===== src/hdl/alrp_pkg.sv =====
`timescale 1ns / 1ps
// ----------------------------------------------------------------------------
// alrp_pkg: shared types and constants of the text light-list parser
// Character codes, register indexes, field positions and the result
// record that travels from the parse core to the output buffer.
// ----------------------------------------------------------------------------
package alrp_pkg;

	// Field widths
	localparam int CHAR_W   = 8;
	localparam int COUNT_W  = 11;
	localparam int INDEX_W  = 10;
	localparam int COLOR_W  = 8;
	localparam int CFG_IDX_W = 3;
	localparam int CFG_DATA_W = 11;

	// Separator and digit characters
	localparam logic [CHAR_W-1:0] CH_SPACE = 8'h20;
	localparam logic [CHAR_W-1:0] CH_LF    = 8'h0A;
	localparam logic [CHAR_W-1:0] CH_CR    = 8'h0D;
	localparam logic [CHAR_W-1:0] CH_TAB   = 8'h09;
	localparam logic [CHAR_W-1:0] CH_ZERO  = 8'h30;

	// Configuration register indexes
	typedef enum logic [CFG_IDX_W-1:0] {
		REG_LIGHT_COUNT = 3'd0,
		REG_BG_RED      = 3'd1,
		REG_BG_GREEN    = 3'd2,
		REG_BG_BLUE     = 3'd3
	} reg_idx_t;

	// Next number expected within a light
	typedef enum logic [1:0] {
		FLD_RED   = 2'd0,
		FLD_GREEN = 2'd1,
		FLD_BLUE  = 2'd2,
		FLD_ALPHA = 2'd3
	} field_t;

	// Configuration register set
	typedef struct packed {
		logic [COUNT_W-1:0] light_count;
		logic [COLOR_W-1:0] bg_red;
		logic [COLOR_W-1:0] bg_green;
		logic [COLOR_W-1:0] bg_blue;
	} cfg_t;

	// One result item
	typedef struct packed {
		logic               light_valid;
		logic [INDEX_W-1:0] light_index;
		logic [COLOR_W-1:0] red;
		logic [COLOR_W-1:0] green;
		logic [COLOR_W-1:0] blue;
		logic               array_done;
		logic               ended_short;
	} res_t;

endpackage


===== src/hdl/alrp_core.sv =====
`timescale 1ns / 1ps
// ----------------------------------------------------------------------------
// alrp_core: per-character parse step
// Holds the number accumulator, field position, held colour and light
// counter; decides combinationally whether the registered item yields a result.
// ----------------------------------------------------------------------------
module alrp_core import alrp_pkg::*; #(
	parameter int MAX_LIGHTS = 1024
) (
	input  logic              clk,
	input  logic              arst_n,
	input  logic              fire,
	input  logic [CHAR_W-1:0] char_s1,
	input  logic              eod_s1,
	input  cfg_t              cfg,
	output logic              got,
	output res_t              res
);

	localparam logic [31:0] MaxLim = 32'(MAX_LIGHTS);

	logic [COLOR_W-1:0] number_q;
	logic               in_number_q;
	field_t             field_q;
	logic [COLOR_W-1:0] held_r_q, held_g_q, held_b_q;
	logic [COUNT_W-1:0] lights_q;

	logic               is_sep;
	logic [COLOR_W-1:0] digit;
	logic [COLOR_W-1:0] accum;
	logic               finish;
	logic               finish_light;
	logic               alpha_zero;
	logic [COUNT_W-1:0] eff_count;
	logic [COUNT_W-1:0] lights_next;
	logic               arr_done;

	// Character classification and decimal accumulate (x10 = x8 + x2)
	assign is_sep = (char_s1 == CH_SPACE) || (char_s1 == CH_LF) ||
	                (char_s1 == CH_CR) || (char_s1 == CH_TAB);
	assign digit  = char_s1 - CH_ZERO;
	assign accum  = {number_q[4:0], 3'b000} + {number_q[6:0], 1'b0} + digit;

	// A pending number ends on a separator or on end of data
	assign finish       = in_number_q && (eod_s1 || is_sep);
	assign finish_light = finish && (field_q == FLD_ALPHA);
	assign alpha_zero   = (number_q == '0);

	// Lights per array, clamped to 1..MAX_LIGHTS
	always_comb begin
		if (cfg.light_count == '0) begin
			eff_count = COUNT_W'(1);
		end else if ({21'd0, cfg.light_count} > MaxLim) begin
			eff_count = MaxLim[COUNT_W-1:0];
		end else begin
			eff_count = cfg.light_count;
		end
	end

	assign lights_next = lights_q + COUNT_W'(1);
	assign arr_done    = finish_light && (lights_next >= eff_count);

	// Result record
	always_comb begin
		res = '0;
		if (finish_light) begin
			res.light_valid = 1'b1;
			res.light_index = lights_q[INDEX_W-1:0];
			res.red         = alpha_zero ? cfg.bg_red   : held_r_q;
			res.green       = alpha_zero ? cfg.bg_green : held_g_q;
			res.blue        = alpha_zero ? cfg.bg_blue  : held_b_q;
			res.array_done  = arr_done;
		end
		res.ended_short = eod_s1 && !arr_done;
	end

	assign got = eod_s1 || finish_light;

	// Parse control state
	always_ff @(posedge clk or negedge arst_n) begin
		if (!arst_n) begin
			number_q    <= '0;
			in_number_q <= 1'b0;
			field_q     <= FLD_RED;
			lights_q    <= '0;
		end else if (fire) begin
			if (eod_s1) begin
				number_q    <= '0;
				in_number_q <= 1'b0;
				field_q     <= FLD_RED;
				lights_q    <= '0;
			end else if (!is_sep) begin
				number_q    <= in_number_q ? accum : digit;
				in_number_q <= 1'b1;
			end else if (in_number_q) begin
				number_q    <= '0;
				in_number_q <= 1'b0;
				if (field_q == FLD_ALPHA) begin
					field_q  <= FLD_RED;
					lights_q <= arr_done ? '0 : lights_next;
				end else begin
					field_q <= field_t'(field_q + 2'd1);
				end
			end
		end
	end

	// Held colour of the light being read
	always_ff @(posedge clk) begin
		if (fire && !eod_s1 && is_sep && in_number_q) begin
			unique case (field_q)
				FLD_RED:   held_r_q <= number_q;
				FLD_GREEN: held_g_q <= number_q;
				FLD_BLUE:  held_b_q <= number_q;
				FLD_ALPHA: ;
				default:   ;
			endcase
		end
	end

endmodule


===== src/hdl/alrp_outq.sv =====
`timescale 1ns / 1ps
// ----------------------------------------------------------------------------
// alrp_outq: two-entry result buffer
// Output register plus a skid entry, so the stall toward the input side is
// taken from a register and not from the downstream stall.
// ----------------------------------------------------------------------------
module alrp_outq import alrp_pkg::*; (
	input  logic clk,
	input  logic arst_n,
	input  logic push,
	input  res_t push_data,
	input  logic out_stall,
	output logic out_valid,
	output res_t out_data,
	output logic full
);

	logic out_valid_q;
	logic skid_valid_q;
	res_t out_q;
	res_t skid_q;
	logic pop;

	assign pop       = out_valid_q && !out_stall;
	assign out_valid = out_valid_q;
	assign out_data  = out_q;
	assign full      = skid_valid_q;

	// Occupancy
	always_ff @(posedge clk or negedge arst_n) begin
		if (!arst_n) begin
			out_valid_q  <= 1'b0;
			skid_valid_q <= 1'b0;
		end else begin
			if (push) begin
				out_valid_q  <= 1'b1;
				skid_valid_q <= out_valid_q && !pop || (skid_valid_q && pop);
			end else if (pop) begin
				out_valid_q  <= skid_valid_q;
				skid_valid_q <= 1'b0;
			end
		end
	end

	// Payload movement
	always_ff @(posedge clk) begin
		if (push) begin
			if (skid_valid_q) begin
				out_q  <= skid_q;
				skid_q <= push_data;
			end else if (!out_valid_q || pop) begin
				out_q <= push_data;
			end else begin
				skid_q <= push_data;
			end
		end else if (pop && skid_valid_q) begin
			out_q <= skid_q;
		end
	end

endmodule


===== src/hdl/ascii_rgba_light_list_parser.sv =====
`timescale 1ns / 1ps
// ----------------------------------------------------------------------------
// ascii_rgba_light_list_parser: text light-list parser, top level
// Configuration registers, input register, parse core and result buffer.
// ----------------------------------------------------------------------------
// The parser takes one character per clock. An accepted item is registered
// in the input register and parsed from there when the result buffer is not
// full; its result, if any, is written to the buffer's output register and
// shown on the output from that register. Throughput is one item per clock for
// as long as results are taken; a two-entry result buffer absorbs output
// stalls, and in_stall rises only when that buffer is full and an item is
// waiting in the input register. Whitespace-free runs of bytes form numbers,
// every four numbers form a light, and only a completed light or an end of
// data produces a result. Configuration is taken at any time (cfg_ready is
// always high) and should be written while the parser is idle.
// ----------------------------------------------------------------------------
module ascii_rgba_light_list_parser import alrp_pkg::*; #(
	parameter int MAX_LIGHTS = 1024
) (
	input  logic                  clk,
	input  logic                  arst_n,
	// Input channel
	input  logic                  in_valid,
	output logic                  in_stall,
	input  logic [CHAR_W-1:0]     char_code,
	input  logic                  end_of_data,
	// Result channel
	output logic                  out_valid,
	input  logic                  out_stall,
	output logic                  light_valid,
	output logic [INDEX_W-1:0]    light_index,
	output logic [COLOR_W-1:0]    red,
	output logic [COLOR_W-1:0]    green,
	output logic [COLOR_W-1:0]    blue,
	output logic                  array_done,
	output logic                  ended_short,
	// Configuration write channel
	input  logic                  cfg_valid,
	output logic                  cfg_ready,
	input  logic [CFG_IDX_W-1:0]  cfg_index,
	input  logic [CFG_DATA_W-1:0] cfg_data
);

	cfg_t              cfg_q;
	logic              s1_valid_q;
	logic [CHAR_W-1:0] char_s1;
	logic              eod_s1;
	logic              q_full;
	logic              fire;
	logic              accept;
	logic              got;
	res_t              core_res;
	res_t              out_res;

	// Configuration registers
	assign cfg_ready = 1'b1;

	always_ff @(posedge clk or negedge arst_n) begin
		if (!arst_n) begin
			cfg_q.light_count <= COUNT_W'(1);
			cfg_q.bg_red      <= '0;
			cfg_q.bg_green    <= '0;
			cfg_q.bg_blue     <= '0;
		end else if (cfg_valid && cfg_ready) begin
			unique case (cfg_index)
				REG_LIGHT_COUNT: cfg_q.light_count <= cfg_data;
				REG_BG_RED:      cfg_q.bg_red      <= cfg_data[COLOR_W-1:0];
				REG_BG_GREEN:    cfg_q.bg_green    <= cfg_data[COLOR_W-1:0];
				REG_BG_BLUE:     cfg_q.bg_blue     <= cfg_data[COLOR_W-1:0];
				default:         ;
			endcase
		end
	end

	// Input register
	assign fire     = s1_valid_q && !q_full;
	assign in_stall = s1_valid_q && q_full;
	assign accept   = in_valid && !in_stall;

	always_ff @(posedge clk or negedge arst_n) begin
		if (!arst_n) begin
			s1_valid_q <= 1'b0;
		end else if (accept) begin
			s1_valid_q <= 1'b1;
		end else if (fire) begin
			s1_valid_q <= 1'b0;
		end
	end

	always_ff @(posedge clk) begin
		if (accept) begin
			char_s1 <= char_code;
			eod_s1  <= end_of_data;
		end
	end

	// Parse step
	alrp_core #(
		.MAX_LIGHTS(MAX_LIGHTS)
	) u_core (
		.clk     (clk),
		.arst_n  (arst_n),
		.fire    (fire),
		.char_s1 (char_s1),
		.eod_s1  (eod_s1),
		.cfg     (cfg_q),
		.got     (got),
		.res     (core_res)
	);

	// Result buffer
	alrp_outq u_outq (
		.clk       (clk),
		.arst_n    (arst_n),
		.push      (fire && got),
		.push_data (core_res),
		.out_stall (out_stall),
		.out_valid (out_valid),
		.out_data  (out_res),
		.full      (q_full)
	);

	assign light_valid = out_res.light_valid;
	assign light_index = out_res.light_index;
	assign red         = out_res.red;
	assign green       = out_res.green;
	assign blue        = out_res.blue;
	assign array_done  = out_res.array_done;
	assign ended_short = out_res.ended_short;

endmodule


===== config.mk =====
export PLATFORM = sky130hd
export DESIGN_NAME = ascii_rgba_light_list_parser
export DESIGN_NICKNAME = d
export VERILOG_FILES = /design/src/hdl/alrp_pkg.sv /design/src/hdl/alrp_core.sv /design/src/hdl/alrp_outq.sv /design/src/hdl/ascii_rgba_light_list_parser.sv
export SDC_FILE = /design/constraint.sdc
export NUM_CORES = 1
export LEC_CHECK = 0
export BUFFER_PORTS_ARGS = -buffer_cell sky130_fd_sc_hd__buf_2
export CELL_PAD_IN_SITES_DETAIL_PLACEMENT = 1
export CELL_PAD_IN_SITES_GLOBAL_PLACEMENT = 2
export CORE_MARGIN = 8
export CORE_UTILIZATION = 25
export DETAILED_ROUTE_END_ITERATION = 6
export PLACE_DENSITY_LB_ADDON = 0.1
export REMOVE_ABC_BUFFERS = 1
export SLEW_MARGIN = 20
export SYNTH_ARGS = -nofsm -noshare
export SYNTH_HDL_FRONTEND = slang
export SYNTH_SLANG_ARGS = --single-unit

===== constraint.sdc =====
create_clock -name clk -period 12.5 [get_ports clk]
set_clock_uncertainty 0.1 [all_clocks]
set_input_delay 1.25 -clock clk [delete_from_list [all_inputs] [get_ports clk]]
set_output_delay 1.25 -clock clk [all_outputs]
set_load 0.1 [all_outputs]

==> PnR_summary.wiki <==
{| class="wikitable"
! Metric !! Value
|-
| Worst slew pin tran || ~900 ps
|-
| XOR/XNOR Fraction of Synth Area || 1.61%
|-
| Number of pins with negative max-slew slack in the final report || 0
|-
| First drt pass iteration count || 4
|-
| Distinct cell type count after synthesis || 56
|-
| Portion of the post-synthesis area used by sequential elements || 62.1%
|-
| Max-slew headroom || 40.3%
|-
| Largest net degree at the start of global routing || 61
|-
| Final Wtd Congestion || 0.783
|-
| Post-route setup slack || 9020 ps
|-
| CTS sink cnt || 167
|-
| Die height || 190 um
|-
| Final number of hold-violating endpoints || 0
|-
| Maximum VDD drop || 0.0000836 V
|-
| Number of antenna cells inserted || 0
|-
| Async set-reset flop share out of synthesis || 35.9%
|-
| IO buf count || 66
|-
| Post-placement cell count || slightly above 1,000
|-
| CTS Hold Buffers Added || 0
|-
| Arithmetic-cell share of the synthesized area counting full adders, half adders and majority gates || 5.60%
|-
| Dominant combinational cell family by area after synthesis || simple AND/OR/NAND/NOR gates
|-
| Maximum root-to-sink buffer count || 2
|-
| Hold path start || cfg_q[23]
|-
| Startpoint of the most critical setup path || u_core.lights_q[0]
|-
| Initial antenna violation count || 0
|-
| Global-route wire length before repair || 30.4 mm
|-
| TritonCTS clock tree || built
|-
| Largest driver fanout on the critical path || 11
|-
| Number of gates resized after cts || 0
|-
| Antenna-violating nets left || 0
|-
| Unrepaired setup endpoints after global routing || false
|-
| Post-synthesis share of cell area spent on and, or, nand and nor gates || 10.7%
|-
| Total I/O pin count || 68
|-
| Synthesized flop and latch total || between 150 and 200
|-
| Power Dens Cells || ~230 nW/um2
|-
| Layout overhead on the synthesized area || 19.5%
|-
| Layout fillers || 3,318
|-
| Max-capacitance violation count || 0
|-
| Total Nets Final || just over 700
|-
| Total number of vias || 4,652
|-
| Post-Syn Area || about 7600 um2
|-
| H-tree levels || 4
|-
| Critical path launch point type || register
|-
| Area contributors post-synth || sky130_fd_sc_hd__edfxtp_1, sky130_fd_sc_hd__dfrtp_1, sky130_fd_sc_hd__mux2_2
|-
| Syn avg cell area || 12.9 um2
|-
| Area share of the largest cell type after synthesis || 42.3%
|-
| Minimum setup slack after placement || 8950 ps
|-
| Die outline width || 190 um
|-
| Layout Cells excl Fill || between 1,000 and 1,500
|-
| # setup viols final || 0
|-
| Remaining global-route overflow || 0
|-
| WL per Instance || 17.9 um
|-
| Post-CTS repair timing setup buffer count || 0
|-
| Effective utilization at floorplan || between 20% and 30%
|-
| Total Die Area || 36,200 um2
|-
| Type of the worst setup path || register to register
|-
| Overall global routing resource usage || 11.0%
|-
| Synth Area in Compound Gates || slightly below 9%
|-
| Leakage power of the design || 0.00380 uW
|-
| Total wire length || roughly 19 mm
|-
| Share of the clock period used by the worst path || between 20 and 30%
|-
| Final critical path time including I/O delays and setup || between 3000 and 4000 ps
|-
| Area inside the core boundary || between 30,000 and 40,000 um2
|-
| Multi-input logic area || 2750 um2
|-
| Total half-perimeter wirelength after legalization and detailed placement || 13.4 mm
|-
| Setup Total Neg Slack || 0 ps
|-
| Fraction of final layout cells sized beyond drive strength 1 || 25.3%
|-
| Number of global-route vias before repair || 5,052
|-
| Cell Rows || 64
|-
| Number of remaining DRC errors || 0
|-
| Iteration-0 DRC Markers || 132
|-
| Source of the worst register-to-register timing path || u_core.lights_q[0]
|-
| Cell chosen for the clock root || sky130_fd_sc_hd__clkbuf_16
|-
| Sequential cell area || about 4700 um2
|-
| Cts bufs inserted || 17
|-
| Share of cell area taken by muxes after synthesis || 8.45%
|-
| Data arrival time of the critical path || 3750 ps
|-
| Most area-hungry cell type in the Yosys netlist || sky130_fd_sc_hd__edfxtp_1
|-
| Dominant register cell in the synthesized netlist || sky130_fd_sc_hd__edfxtp_1
|-
| Number of enable-type register cells in the synthesized netlist || about 110
|-
| Number of warnings issued by yosys || 0
|-
| Cells after synthesis || 589
|-
| Run status || complete, no violations
|-
| Critical Path Sink Type || register
|-
| Fmax || 287 MHz
|-
| Later-pin clock latency in the skew report || 430 ps
|-
| CP required || 12,760 ps
|-
| Path category of the worst min-delay check || register to register
|-
| Clk slew on worst S/H paths || roughly 70 ps
|-
| Per-cell via count in the routed design || 4.35
|}
==> path summary, 6_finish.rpt <==
kind	slack, ps	cells past startpoint	to
max	9020	12	u_core.lights_q[4]
min	410	1	cfg_q[23]
max reg2reg	9020	12	u_core.lights_q[4]
min reg2reg	410	1	cfg_q[23]
max in group asynchronous	10790	2	u_core.lights_q[7]
min in group asynchronous	900	2	s1_valid_q
==> synthesized netlist by cell type, drive strengths merged, types with 2 or more instances <==
library cell  number
edfxtp           107
a21o               5
and3               4
nand2             84
a31oi              2
and2              10
o21ai             47
xor2               5
and4               3
nor4               3
nor2b              3
fa                 5
nor4bb             2
nor3               3
a21oi             14
o22ai              3
clkbuf            11
buf               10
o21bai             3
xnor2              9
nand2b            12
a22o               8
nor2              42
ha                26
dfrtp             59
o2111ai            2
mux2i             27
nand3              7
mux2              33
a211oi             4
inv               22
==> power breakdown <==
group | internal [uW] | switching [uW]
Clock | 342 | 239
Sequential | 713 | 76.2
Combinational | 201 | 549
==> critical path, cell delays in order (launching register included) <==
cell and delay, ps:
sky130_fd_sc_hd__dfrtp_1 510, sky130_fd_sc_hd__ha_1 270, sky130_fd_sc_hd__nand3_1 130, sky130_fd_sc_hd__nor3_1 320, sky130_fd_sc_hd__and3_1 220, sky130_fd_sc_hd__xor2_1 240, sky130_fd_sc_hd__ha_1 300, sky130_fd_sc_hd__o211ai_1 100
sky130_fd_sc_hd__nor2_1 70, sky130_fd_sc_hd__a211oi_1 310, sky130_fd_sc_hd__o2111ai_1 470, sky130_fd_sc_hd__nand2b_1 310, sky130_fd_sc_hd__nand2_1 70
==> metrics by stage <==
| stage | total power (uW) | instance area (um2) | hold slack, ps | util, % |
|---|---|---|---|---|
| after global placement | 1550 | 8420 | 375 | 27.8 |
| after CTS | 2160 | 9060 | 410 | 29.9 |
| after floorplan | 1380 | 7490 | 353 | - |
| after global routing | 2240 | 9080 | 419 | 30.0 |
| final | 2120 | 9080 | 407 | 30.0 |
| after detailed placement | 1570 | 8420 | 394 | 27.8 |
==> state kept, by name, indices dropped and copies added, names as in the netlist <==
| signal | count |
|---|---|
| cfg_q | 35 |
| u_outq.out_data | 37 |
| u_core.number_q | 8 |
| u_core.lights_q | 11 |
| u_core.held_g_q | 8 |
| u_core.held_r_q | 8 |
| u_core.held_b_q | 8 |
| u_outq.out_valid | 1 |
| char_s1 | 8 |
| eod_s1 | 1 |
| u_outq.full | 1 |
| s1_valid_q | 1 |
| u_core.in_number_q | 1 |
| u_outq.skid_q | 37 |
| u_core.field_q | 2 |
==> routing by layer <==
metal | GRT usage, % | up-vias | share of wire [%]
li1 | - | 2247 | -
met1 | 14.2 | 2328 | 48
met2 | 17.9 | 59 | 48
met3 | 2.16 | 18 | 2.9
met4 | 4.18 | 0 | 1.6
met5 | 0 | - | 0
==> area by class of cell <==
cell class | instances | area share, %
Sequential cell | 167 | 51.9
Multi-Input combinational cell | 378 | 30.2
Tap cell | 396 | 5.46
Clock buffer | 18 | 4.73
Timing Repair Buffer | 73 | 4.35
Clock inverter | 14 | 2.33
Inverter | 23 | 0.978
==> layout by cell type (no fill, tap or decap), drive strengths merged, types with 9 or more instances in the layout <==
cell	n
edfxtp	107
nand2	84
buf	73
dfrtp	59
o21ai	47
nor2	42
mux2	33
inv	29
mux2i	27
ha	26
clkbuf	18
a21oi	14
nand2b	12
and2	10
xnor2	9
==> cells by family after synthesis <==
kind of cell,after synthesis
and+or+nand+nor,177
other,1
xor gates and xnor gates,14
muxes,60
AOI/OAI and AO/OA,95
adders and majority gates,31
buffers and inverters,44
DFF,167
Note: power is estimated with default switching activity, not from simulation.
